==> config.mk <==
export PLATFORM = sky130hd
export DESIGN_NAME = base64_stream_decoder_flat
export DESIGN_NICKNAME = d
export VERILOG_FILES = /design/src/hw/rtl/b64d_pkg.sv /design/src/hw/rtl/b64d_char_if.sv /design/src/hw/rtl/b64d_byte_if.sv /design/src/hw/rtl/base64_stream_decoder.sv /design/src/hw/rtl/b64d_outbuf.sv /design/src/flat_wrapper.sv
export VERILOG_INCLUDE_DIRS = /design/src /design/src/hw/rtl
export SDC_FILE = /design/constraint.sdc
export NUM_CORES = 1
export LEC_CHECK = 0
export ABC_AREA = 1
export BUFFER_PORTS_ARGS = -buffer_cell sky130_fd_sc_hd__buf_2
export CORE_ASPECT_RATIO = 0.6
export CORE_MARGIN = 3
export CORE_UTILIZATION = 55
export CTS_BUF_LIST = sky130_fd_sc_hd__clkbuf_4 sky130_fd_sc_hd__clkbuf_8
export CTS_CLUSTER_SIZE = 8
export DETAILED_ROUTE_END_ITERATION = 7
export PLACE_DENSITY = 0.79
export SLEW_MARGIN = 10
export SYNTH_ARGS = -nofsm -noshare
export SYNTH_HDL_FRONTEND = slang
export SYNTH_SLANG_ARGS = --single-unit
export TNS_END_PERCENT = 30
==> constraint.sdc <==
create_clock -name clk -period 1.9 [get_ports clk]
set_clock_uncertainty 0.05 [all_clocks]
set_input_delay 0.095 -clock clk [delete_from_list [all_inputs] [get_ports clk]]
set_output_delay 0.095 -clock clk [all_outputs]
set_load 0.02 [all_outputs]
==> src/hw/rtl/base64_stream_decoder_defines.svh <==
// ----------------------------------------------------------------------------
// base64_stream_decoder_defines: assertion macros for the decoder
// Each macro states one implication checked at the rising edge of clk.
// ----------------------------------------------------------------------------
`ifndef BASE64_STREAM_DECODER_DEFINES_SVH
`define BASE64_STREAM_DECODER_DEFINES_SVH

// The consequent must hold in the same cycle as the antecedent.
`define B64D_ASSERT_SAME(label, ante, cons, msg) \
	label: assert property (@(posedge clk) disable iff (!arst_n) \
		(ante) |-> (cons)) else $error(msg);

// The consequent must hold in the cycle after the antecedent.
`define B64D_ASSERT_NEXT(label, ante, cons, msg) \
	label: assert property (@(posedge clk) disable iff (!arst_n) \
		(ante) |=> (cons)) else $error(msg);

`endif

==> src/hw/rtl/b64d_pkg.sv <==
// ----------------------------------------------------------------------------
// b64d_pkg: types and functions of the base64 stream decoder
// Character mapping, group decoding and the result bundle passed to the
// output buffer.
// ----------------------------------------------------------------------------
package b64d_pkg;

	localparam logic [7:0] CH_UPPER_A = 8'h41;
	localparam logic [7:0] CH_UPPER_Z = 8'h5A;
	localparam logic [7:0] CH_LOWER_A = 8'h61;
	localparam logic [7:0] CH_LOWER_Z = 8'h7A;
	localparam logic [7:0] CH_DIGIT_0 = 8'h30;
	localparam logic [7:0] CH_DIGIT_9 = 8'h39;
	localparam logic [7:0] CH_PLUS    = 8'h2B;
	localparam logic [7:0] CH_SLASH   = 8'h2F;

	localparam logic [7:0] OFS_UPPER = 8'd65;  // 'A' maps to 0
	localparam logic [7:0] OFS_LOWER = 8'd71;  // 'a' maps to 26
	localparam logic [7:0] OFS_DIGIT = 8'd4;   // '0' maps to 52, added
	localparam logic [5:0] VAL_PLUS  = 6'd62;
	localparam logic [5:0] VAL_SLASH = 6'd63;

	localparam int unsigned GROUP_BYTES = 3;

	typedef struct packed {
		logic       ok;
		logic [5:0] val;
	} b64d_sextet_t;

	// Up to three results produced by one item; data[0] goes out first.
	typedef struct packed {
		logic [GROUP_BYTES-1:0][7:0] data;
		logic [1:0]                  num;
		logic                        marker;
		logic                        eot;
	} b64d_bundle_t;

	function automatic b64d_sextet_t b64d_map(input logic [7:0] ch);
		b64d_sextet_t r;
		logic [7:0]   t;
		r.ok  = 1'b1;
		r.val = 6'd0;
		t     = 8'd0;
		if (ch >= CH_UPPER_A && ch <= CH_UPPER_Z) begin
			t     = ch - OFS_UPPER;
			r.val = t[5:0];
		end else if (ch >= CH_LOWER_A && ch <= CH_LOWER_Z) begin
			t     = ch - OFS_LOWER;
			r.val = t[5:0];
		end else if (ch >= CH_DIGIT_0 && ch <= CH_DIGIT_9) begin
			t     = ch + OFS_DIGIT;
			r.val = t[5:0];
		end else if (ch == CH_PLUS) begin
			r.val = VAL_PLUS;
		end else if (ch == CH_SLASH) begin
			r.val = VAL_SLASH;
		end else begin
			r.ok = 1'b0;
		end
		return r;
	endfunction

	function automatic logic [GROUP_BYTES-1:0][7:0] b64d_decode(
		input logic [5:0] a,
		input logic [5:0] b,
		input logic [5:0] c,
		input logic [5:0] d
	);
		logic [GROUP_BYTES-1:0][7:0] r;
		r[0] = {a, b[5:4]};
		r[1] = {b[3:0], c[5:2]};
		r[2] = {c[1:0], d};
		return r;
	endfunction

endpackage

==> src/hw/rtl/b64d_char_if.sv <==
// ----------------------------------------------------------------------------
// b64d_char_if: character channel of the base64 stream decoder
// One item is one ASCII character with a flag on the last one of the text.
// ----------------------------------------------------------------------------
interface b64d_char_if;
	logic       valid;
	logic       ready;
	logic [7:0] text_char;
	logic       final_char;

	modport source (output valid, output text_char, output final_char, input ready);
	modport sink (input valid, input text_char, input final_char, output ready);
endinterface

==> src/hw/rtl/b64d_byte_if.sv <==
// ----------------------------------------------------------------------------
// b64d_byte_if: result channel of the base64 stream decoder
// One item is a decoded byte or an end-only marker.
// ----------------------------------------------------------------------------
interface b64d_byte_if;
	logic       valid;
	logic       ready;
	logic [7:0] data_byte;
	logic       byte_valid;
	logic       end_of_text;

	modport source (output valid, output data_byte, output byte_valid, output end_of_text,
		input ready);
	modport sink (input valid, input data_byte, input byte_valid, input end_of_text,
		output ready);
endinterface

==> src/hw/rtl/base64_stream_decoder.sv <==
// ----------------------------------------------------------------------------
// base64_stream_decoder: one character in per cycle while the output buffer can take
// it, decoded bytes out. The first result of an accepted character is presented in the
// cycle after it is accepted. Results leave one per cycle while the result port is
// ready; the next character is taken as the last result of the item leaves.
// Reset clears the group count and the stop flag and empties the result register.
// ----------------------------------------------------------------------------
`include "base64_stream_decoder_defines.svh"

module base64_stream_decoder
	import b64d_pkg::*;
(
	input  logic        clk,
	input  logic        arst_n,
	b64d_char_if.sink   text,
	b64d_byte_if.source result
);

	logic [2:0][5:0] store_q;
	logic [1:0]      group_count_q;
	logic            stopped_q;

	logic [2:0][5:0] store_n;
	logic [1:0]      count_n;
	logic            stopped_n;
	logic            complete;
	logic            accept;
	logic            can_load;
	b64d_sextet_t    sx;
	b64d_bundle_t    bundle;

	assign text.ready = can_load;
	assign accept     = text.valid && text.ready;

	always_comb begin
		sx        = b64d_map(text.text_char);
		store_n   = store_q;
		count_n   = group_count_q;
		stopped_n = stopped_q;
		complete  = 1'b0;
		if (!stopped_q) begin
			if (sx.ok) begin
				if (group_count_q == 2'd3) begin
					complete = 1'b1;
					count_n  = 2'd0;
				end else begin
					store_n[group_count_q] = sx.val;
					count_n                = group_count_q + 2'd1;
				end
			end else begin
				stopped_n = 1'b1;
			end
		end

		// A completed group uses the held values and the new one; a flush
		// uses the held values and emits only bytes they fully define.
		bundle.data   = b64d_decode(store_n[0], store_n[1], store_n[2], sx.val);
		bundle.num    = complete ? 2'd3 : 2'd0;
		bundle.marker = 1'b0;
		bundle.eot    = text.final_char;
		if (text.final_char) begin
			if (!complete) begin
				if (count_n >= 2'd2) begin
					bundle.num = count_n - 2'd1;
				end else begin
					bundle.num    = 2'd1;
					bundle.marker = 1'b1;
				end
			end
			count_n   = 2'd0;
			stopped_n = 1'b0;
		end
	end

	always_ff @(posedge clk or negedge arst_n) begin
		if (!arst_n) begin
			group_count_q <= 2'd0;
			stopped_q     <= 1'b0;
		end else if (accept) begin
			group_count_q <= count_n;
			stopped_q     <= stopped_n;
		end
	end

	always_ff @(posedge clk) begin
		if (accept) begin
			store_q <= store_n;
		end
	end

	b64d_outbuf u_outbuf (
		.clk      (clk),
		.arst_n   (arst_n),
		.load     (accept),
		.bundle   (bundle),
		.can_load (can_load),
		.result   (result)
	);

	`B64D_ASSERT_NEXT(a_final_restarts, accept && text.final_char,
		group_count_q == 2'd0 && !stopped_q, "final character did not restart the text")
	`B64D_ASSERT_SAME(a_marker_ends, result.valid && !result.byte_valid,
		result.end_of_text, "end-only marker without end of text")
	`B64D_ASSERT_NEXT(a_results_follow, accept && bundle.num != 2'd0,
		result.valid, "results of an accepted item not presented")

endmodule

==> src/hw/rtl/b64d_outbuf.sv <==
// ----------------------------------------------------------------------------
// b64d_outbuf: result register of the base64 stream decoder
// Holds the up to three results of one item and hands them out one per cycle
// while ready is high; a new bundle can load in the cycle the last one leaves.
// ----------------------------------------------------------------------------
module b64d_outbuf
	import b64d_pkg::*;
(
	input  logic          clk,
	input  logic          arst_n,
	input  logic          load,
	input  b64d_bundle_t  bundle,
	output logic          can_load,
	b64d_byte_if.source   result
);

	logic [GROUP_BYTES-1:0][7:0] data_q;
	logic [1:0]                  num_q;
	logic [1:0]                  idx_q;
	logic                        marker_q;
	logic                        eot_q;
	logic                        at_last;
	logic                        pop;

	assign at_last  = (idx_q == (num_q - 2'd1));
	assign pop      = result.valid && result.ready;
	assign can_load = (num_q == 2'd0) || (at_last && result.ready);

	assign result.valid       = (num_q != 2'd0);
	assign result.data_byte   = marker_q ? 8'd0 : data_q[idx_q];
	assign result.byte_valid  = !marker_q;
	assign result.end_of_text = eot_q && at_last;

	always_ff @(posedge clk or negedge arst_n) begin
		if (!arst_n) begin
			num_q <= 2'd0;
			idx_q <= 2'd0;
		end else if (load) begin
			num_q <= bundle.num;
			idx_q <= 2'd0;
		end else if (pop) begin
			if (at_last) begin
				num_q <= 2'd0;
				idx_q <= 2'd0;
			end else begin
				idx_q <= idx_q + 2'd1;
			end
		end
	end

	always_ff @(posedge clk) begin
		if (load) begin
			data_q   <= bundle.data;
			marker_q <= bundle.marker;
			eot_q    <= bundle.eot;
		end
	end

endmodule
==> src/flat_wrapper.sv <==
// flat-port wrapper written by rule: the top's interface ports become plain ports
module base64_stream_decoder_flat import b64d_pkg::*;
  (clk, arst_n, text_valid, text_text_char, text_final_char, text_ready, result_valid, result_data_byte, result_byte_valid, result_end_of_text, result_ready);
  b64d_char_if text_i ();
  b64d_byte_if result_i ();
  input  logic clk;
  input  logic arst_n;
  input wire logic [$bits(text_i.valid)-1:0] text_valid;
  input wire logic [$bits(text_i.text_char)-1:0] text_text_char;
  input wire logic [$bits(text_i.final_char)-1:0] text_final_char;
  output wire logic [$bits(text_i.ready)-1:0] text_ready;
  output wire logic [$bits(result_i.valid)-1:0] result_valid;
  output wire logic [$bits(result_i.data_byte)-1:0] result_data_byte;
  output wire logic [$bits(result_i.byte_valid)-1:0] result_byte_valid;
  output wire logic [$bits(result_i.end_of_text)-1:0] result_end_of_text;
  input wire logic [$bits(result_i.ready)-1:0] result_ready;
  assign text_i.valid = text_valid;
  assign text_i.text_char = text_text_char;
  assign text_i.final_char = text_final_char;
  assign text_ready = text_i.ready;
  assign result_valid = result_i.valid;
  assign result_data_byte = result_i.data_byte;
  assign result_byte_valid = result_i.byte_valid;
  assign result_end_of_text = result_i.end_of_text;
  assign result_i.ready = result_ready;
  base64_stream_decoder u_core (.clk(clk), .arst_n(arst_n), .text(text_i), .result(result_i));
endmodule
After elaboration in Yosys (flattened, before gate mapping)
Index checks and enable logic that the tools add are counted.

storage, ports and cells
  register bits after elaboration = 51
  input port bits = 13
  output and inout bits = 12
  logic and storage cells = 90

operators by class
  add/subtract/negate cells = 7
  $lt $le $gt $ge = 10
  equal/unequal tests = 4
  multiplexer cells = 40
  bitwise operators = 1
  reduce and logical (&&, ||, !) cells = 16

operators by type and width
  cell                   number
  $mux W18               3
  $mux W6                6
  $mux W2                12
  $bwmux W18             1
  $bmux W8 S2            1
  $eq A8 B6 Y1 const B   2
  $ge A8 B7 Y1 const B   2
  $le A8 B7 Y1 const B   2
  $mux W8                2
  $demux W6 S2           1
  $mux W1                12
  $ge A8 B6 Y1 const B   1
  $le A8 B6 Y1 const B   1
  $logic_and A1 B1 Y1    8
  $add A6 B3 Y6 const B  1
  $lt A2 B3 Y1 const B   2
  $mux W3                2
  $reduce_bool A2 Y1     3
  $sub A6 B1 Y6 const B  1
  $sub A6 B3 Y6 const B  1
  $add A2 B1 Y2 const B  2
  $sub A2 B1 Y2 const B  2
  $eq A2 B2 Y1           1
  $eq A2 B2 Y1 const B   1
  8 further kinds        8

Logic depth before layout (Yosys ltp)
  depth in word-level cells = 13
  gate-level depth with buffers = 16
  depth with buffers taken out = 16

By module
Synthesis repeated with hierarchy kept, for this count alone.

unflattened totals
  cell total of the unflattened synthesis = 351
  area, all modules = 3042.9 um^2

modules (own cells, without submodules)
  module                 instances  cells each  area an instance (um^2)  seq. area each (um^2)
  base64_stream_decoder  1          240         1806.7                   615.6
  b64d_outbuf            1          111         1236.2                   880.8

Worst setup path before layout
No wires, ideal clock.

  path kind = flip-flop to flip-flop
  from = reg u_core.u_outbuf.num_q[0]
  to = reg u_core.u_outbuf.data_q[2] in the netlist's numbering, enable pin
  setup time = 0.350 ns
  arrival = 1.911 ns
  required time = 1.500 ns
  path slack = -0.411 ns
  stages on the path, launching flop included = 8
  path buffers = 0
  period minus slack after synthesis = 2.311 ns
  cells stage by stage = dfrtp_1 -> inv_1 -> ha_1 -> xor2_1 -> o21ai_0 -> o21ai_1 -> nand2_1 -> nor2_1

on the way
  word-level cells in the longest chain between the ends = 5
  elaborated cells on any way between the ends = 6
  classes of those cells = add/sub: 1; eq/ne: 1; reduce/logical: 4

ends and longest elaborated chain
  item                    line                         text
  start, declared         b64d_outbuf.sv:18            logic [1:0] num_q;
  start signal, assigned  b64d_outbuf.sv:39            num_q <= bundle.num;
  $sub A2 B1 Y2           b64d_outbuf.sv:25            assign at_last = (idx_q == (num_q - 2'd1));
  $eq A2 B2 Y1            b64d_outbuf.sv:25
  $logic_and A1 B1 Y1     b64d_outbuf.sv:27            assign can_load = (num_q == 2'd0) || (at_last && result.ready);
  $logic_or A1 B1 Y1 *    b64d_outbuf.sv:27
  net text_ready          flat_wrapper.sv:11           output wire logic [$bits(text_i.ready)-1:0] text_ready;
  $logic_and A1 B1 Y1 *   base64_stream_decoder.sv:33  assign accept = text.valid && text.ready;
  end signal, assigned    b64d_outbuf.sv:53            data_q <= bundle.data;
  end, declared           b64d_outbuf.sv:17            logic [GROUP_BYTES-1:0][7:0] data_q;

Mark *: on every way through the listed nets, which the timed path passes. The rest lies on a longest branch.
A chain may end at the register's enable or synchronous reset.

Final worst setup path
  from = reg u_core.u_outbuf.num_q[0]
  to = reg u_core.store_q[9] in the netlist's numbering, enable pin

on the way
  word-level cells in the longest chain between the ends = 5
  elaborated cells on any way between the ends = 6
  classes of those cells = add/sub: 1; eq/ne: 1; reduce/logical: 4

ends and longest elaborated chain
  item                   line                         text
  $sub A2 B1 Y2          b64d_outbuf.sv:25
  $eq A2 B2 Y1           b64d_outbuf.sv:25
  $logic_and A1 B1 Y1    b64d_outbuf.sv:27
  $logic_or A1 B1 Y1 *   b64d_outbuf.sv:27
  $logic_and A1 B1 Y1 *  base64_stream_decoder.sv:33
  net u_core.accept      base64_stream_decoder.sv:27  logic accept;
  end signal, assigned   base64_stream_decoder.sv:87  store_q <= store_n;
  end, declared          base64_stream_decoder.sv:19  logic [2:0][5:0] store_q;

Marked as above.

==> impl_metrics.py <==
metrics = {
    "clock_network": {
        "insertion_delay_ns": 0.28,
        "htreeDepth": 2,
        "cts_buffers": 5,
        "clock-root-buffer": "clkbuf_8",
        "clkTransAtPathRegs_ns": 0.07,
        "cts_buffer_depth": 2,
        "cts_tree": "yes",
        "cts_sinks": 33,
    },
    "final_layout": {
        "drive_above_1_share_pct": 27.4,
        "area_delta_synth_final_pct": 27.8,
        "diodes": 0,
        "fillCellCount": 249,
        "final_area_um2": 2890,
        "layout.nets": 387,
    },
    "route": {
        "drtIter0Drc": 385,
        "vias_per_cell": 5.41,
        "num_vias": 2206,
        "wl_mm": 6.07,
        "ant_nets": 0,
        "post_drt_wl_per_cell_um": 14.9,
        "firstDrtPassIters": 5,
        "drc": 0,
    },
    "power_and_ir_drop": {
        "power_density_nw_per_um2": 1220,
        "p_leak_nw": 1.37,
        "ir_worst_vdd_mv": 0.960,
    },
    "critical_path": {
        "crit_chain": "inv_2, ha_4, xor2_1, o21ai_1, o21ai_2, nand2_4, inv_4, nand2_4, nor2_4",
        "cp_num_buf_inv": 2,
        "startpoint_type": "flop",
        "worst_path_largest_cell_delay_ns": 0.38,
        "cp_top_family": "flip-flops",
        "cp_max_fo": 5,
        "critPathRequiredTime_ns": 1.85,
        "cp_common_cell": "nand2_4",
        "cp_slowest_cell": "dfrtp_1",
        "worst-setup-path-type": "reg -> reg",
        "cp.arrival_ns": 1.85,
        "endpoint_kind": "flop",
    },
    "global_route": {
        "grt_pass1_vias": 1957,
        "gr-usage-met3_pct": 8.43,
        "grt_pass1_wl_mm": 9.39,
        "track_usage_pct": 24.7,
        "grtUsageMet1_pct": 40.0,
        "grtUsageMet2_pct": 31.7,
        "grt_max_degree": 11,
        "grt-busiest-layer": "met1",
        "grt_overflow_total": 0,
        "antenna_found_initial": 0,
    },
    "synth": {
        "synth_warnings": 0,
        "synthTopCellsByArea": "edfxtp_1, nand2_1, nor2_1",
        "syn_area_per_cell_um2": 7.67,
        "yosysTopAreaCell": "edfxtp_1",
        "synth_top_family_by_area": "simple AND/OR/NAND/NOR gates",
        "seq_area_frac_synth_pct": 42.2,
        "yosys.area_share.adder_pct": 7.74,
        "yosys.cell_types.count": 29,
        "syn_area_um2": 2260,
        "synth_top_area_share_pct": 34.5,
        "syn_inst": 295,
        "synthMuxAreaShare_pct": 0,
        "synthXorXnorAreaFrac_pct": 2.71,
        "synthesis.nets": 322,
        "synthSimpleGateAreaFrac_pct": 29.4,
        "synth_compound_area_share_pct": 10.3,
        "synth-seq-cells": 33,
    },
    "floorplan": {
        "num_rows": 17,
        "core-area_um2": 3810,
        "die_h_um": 55.7,
        "die_area_um2": 4950,
        "start_util_pct": 59.4,
        "io_pins": 25,
        "die_w_um": 88.8,
    },
    "place": {
        "dp_slack_ns": -0.109,
        "dpl_cell_area_um2": 2700,
        "io_buffers": 24,
        "gp_congestion": 0.961,
        "place_hpwl_mm": 4.62,
    },
    "timing": {
        "setup_viol": 1,
        "min_period_over_period_pct": 100,
        "fin_ws_ns": -0.00472,
        "finalHoldViolCount": 0,
        "max_freq_mhz": 525,
        "drv_slew": 0,
        "worst_pin_slew_ns": 0.494,
        "max_slew_margin_pct": 66.7,
        "rsz0062_at_grt": "true",
        "min_period_ns": 1.90,
    },
    "status": {
        "violations": "negative setup slack",
        "outcome": "complete, but fails checks",
    },
    "hold_path": {
        "hold_class": "in -> reg",
    },
    "run": {
        "cap_violations": 0,
    },
}
-- cell usage in the layout (no fill, tap or decap), types with 2 or more instances in the layout --
cell           instances
inv_1                 34
clkinv_2               2
nand2_4                4
dlygate4sd3_1          2
nand2_2                3
ha_1                  13
clkbuf_8               5
dfrtp_1                7
edfxtp_1              26
o21ai_1                2
a21oi_1               13
o211ai_1               3
buf_2                 23
nand3_2                3
nor2_4                 4
inv_2                  4
xor2_1                 6
buf_6                  3
buf_4                 35
a21oi_2                2
o21ai_0               21
nand3_1               15
nor2_1                52
nor2_2                 6
nand2_1               60
-- worst reg2reg max path: stages (launching register included) --
cell and delay [ns]:
dfrtp_1 0.38, inv_2 0.06, ha_4 0.26, xor2_1 0.14, o21ai_1 0.11, o21ai_2 0.21
nand2_4 0.14, inv_4 0.11, nand2_4 0.06, nor2_4 0.10
-- layer usage --
metal / wire (µm) / vias up / share of wire (%)
li1: - / 1078 / -
met1: 2640 / 976 / 43
met2: 2570 / 144 / 42
met3: 821 / 8 / 14
met4: 40 / 0 / 0.66
met5: 0 / - / 0
-- registers in the layout, indices dropped and copies added, names as in the netlist --
register and count:
u_core.group_count_q 2, u_core.u_outbuf.eot_q 1, u_core.u_outbuf.num_q 2, u_core.stopped_q 1
u_core.u_outbuf.idx_q 2, u_core.store_q 2, u_core.u_outbuf.marker_q 1, u_core.u_outbuf.data_q 22
-- power breakdown --
group / internal, mW / total, mW / switching, mW / leakage (nW)
registers: 0.996 / 1.11 / 0.115 / 0.332
clock network: 0.268 / 0.514 / 0.246 / 0.0484
logic: 0.708 / 1.90 / 1.19 / 0.989
total: 1.97 / 3.53 / 1.56 / 1.37
-- path summary, 6_finish.rpt --
check,end,startpoint,cells past startpoint,slack [ns]
worst max-delay path,u_core.store_q[9],u_core.u_outbuf.num_q[0],9,-0.005
worst min-delay path,u_core.u_outbuf.idx_q[0],result_ready,3,0.04
worst max register to register,u_core.store_q[9],u_core.u_outbuf.num_q[0],9,-0.005
worst min register to register,u_core.u_outbuf.num_q[1],u_core.u_outbuf.num_q[1],3,0.59
max in group asynchronous,u_core.stopped_q,arst_n,2,1.48
min in group asynchronous,u_core.u_outbuf.idx_q[1],arst_n,2,0.14
-- kinds of logic (layout without fill, tap and decap cells) --
kind of cell / count (synthesis) / in the layout
XOR/XNOR: 7 / 7
adder cells (fa/ha/maj): 14 / 14
flip-flops: 33 / 33
AO/OA/AOI/OAI: 44 / 44
buffers and inverters: 45 / 111
AND/OR/NAND/NOR: 152 / 152
-- area by class of cell --
class / count / area, µm² / area share, %
Multi-Input combinational cell: 217 / 1210 / 41.7
Sequential cell: 33 / 956 / 33.0
Timing Repair Buffer: 63 / 432 / 14.9
Inverter: 40 / 153 / 5.28
Clock buffer: 6 / 76.3 / 2.64
Tap cell: 47 / 58.8 / 2.03
Clock inverter: 2 / 10.0 / 0.346
-- timing repair --
item                                    CTS  global route
gates resized for setup                   4            15
gates cloned                              0             0
hold buffers                              2             0
endpoints found under the hold margin     8             0
pin swaps                                 1             6
setup buffers                             1             1
endpoints found under the setup margin   18            38
-- cells in the mapped netlist, drive strengths merged --
| master | count |
|---|---|
| and2 | 1 |
| o211ai | 3 |
| o31ai | 1 |
| nand3b | 1 |
| xor2 | 6 |
| clkbuf | 3 |
| o21ai | 24 |
| a21oi | 15 |
| ha | 14 |
| xnor2 | 1 |
| nor3 | 1 |
| nor4 | 1 |
| dfrtp | 7 |
| clkinv | 1 |
| buf | 2 |
| a211oi | 1 |
| nand2 | 67 |
| nor2 | 62 |
| edfxtp | 26 |
| inv | 39 |
| nand3 | 19 |
-- per-stage QoR --
| step | instances | utilization [%] | setup TNS (ns) | power [mW] | hold slack (ns) |
|---|---|---|---|---|---|
| finish | 408 | 76.0 | -0.00472 | 3.53 | 0.0433 |
| global route | 408 | 76.0 | -1.21 | 3.75 | 0.0802 |
| CTS | 407 | 74.4 | 0 | 3.36 | 0.0420 |
| detailed placement | 396 | 70.9 | -2.68 | 2.80 | -0.103 |
| global placement | 396 | 70.9 | -0.463 | 2.75 | -0.104 |
| floorplan | 295 | - | -1.97 | 2.14 | -0.251 |
No activity file was read; power rests on OpenSTA's default activity.
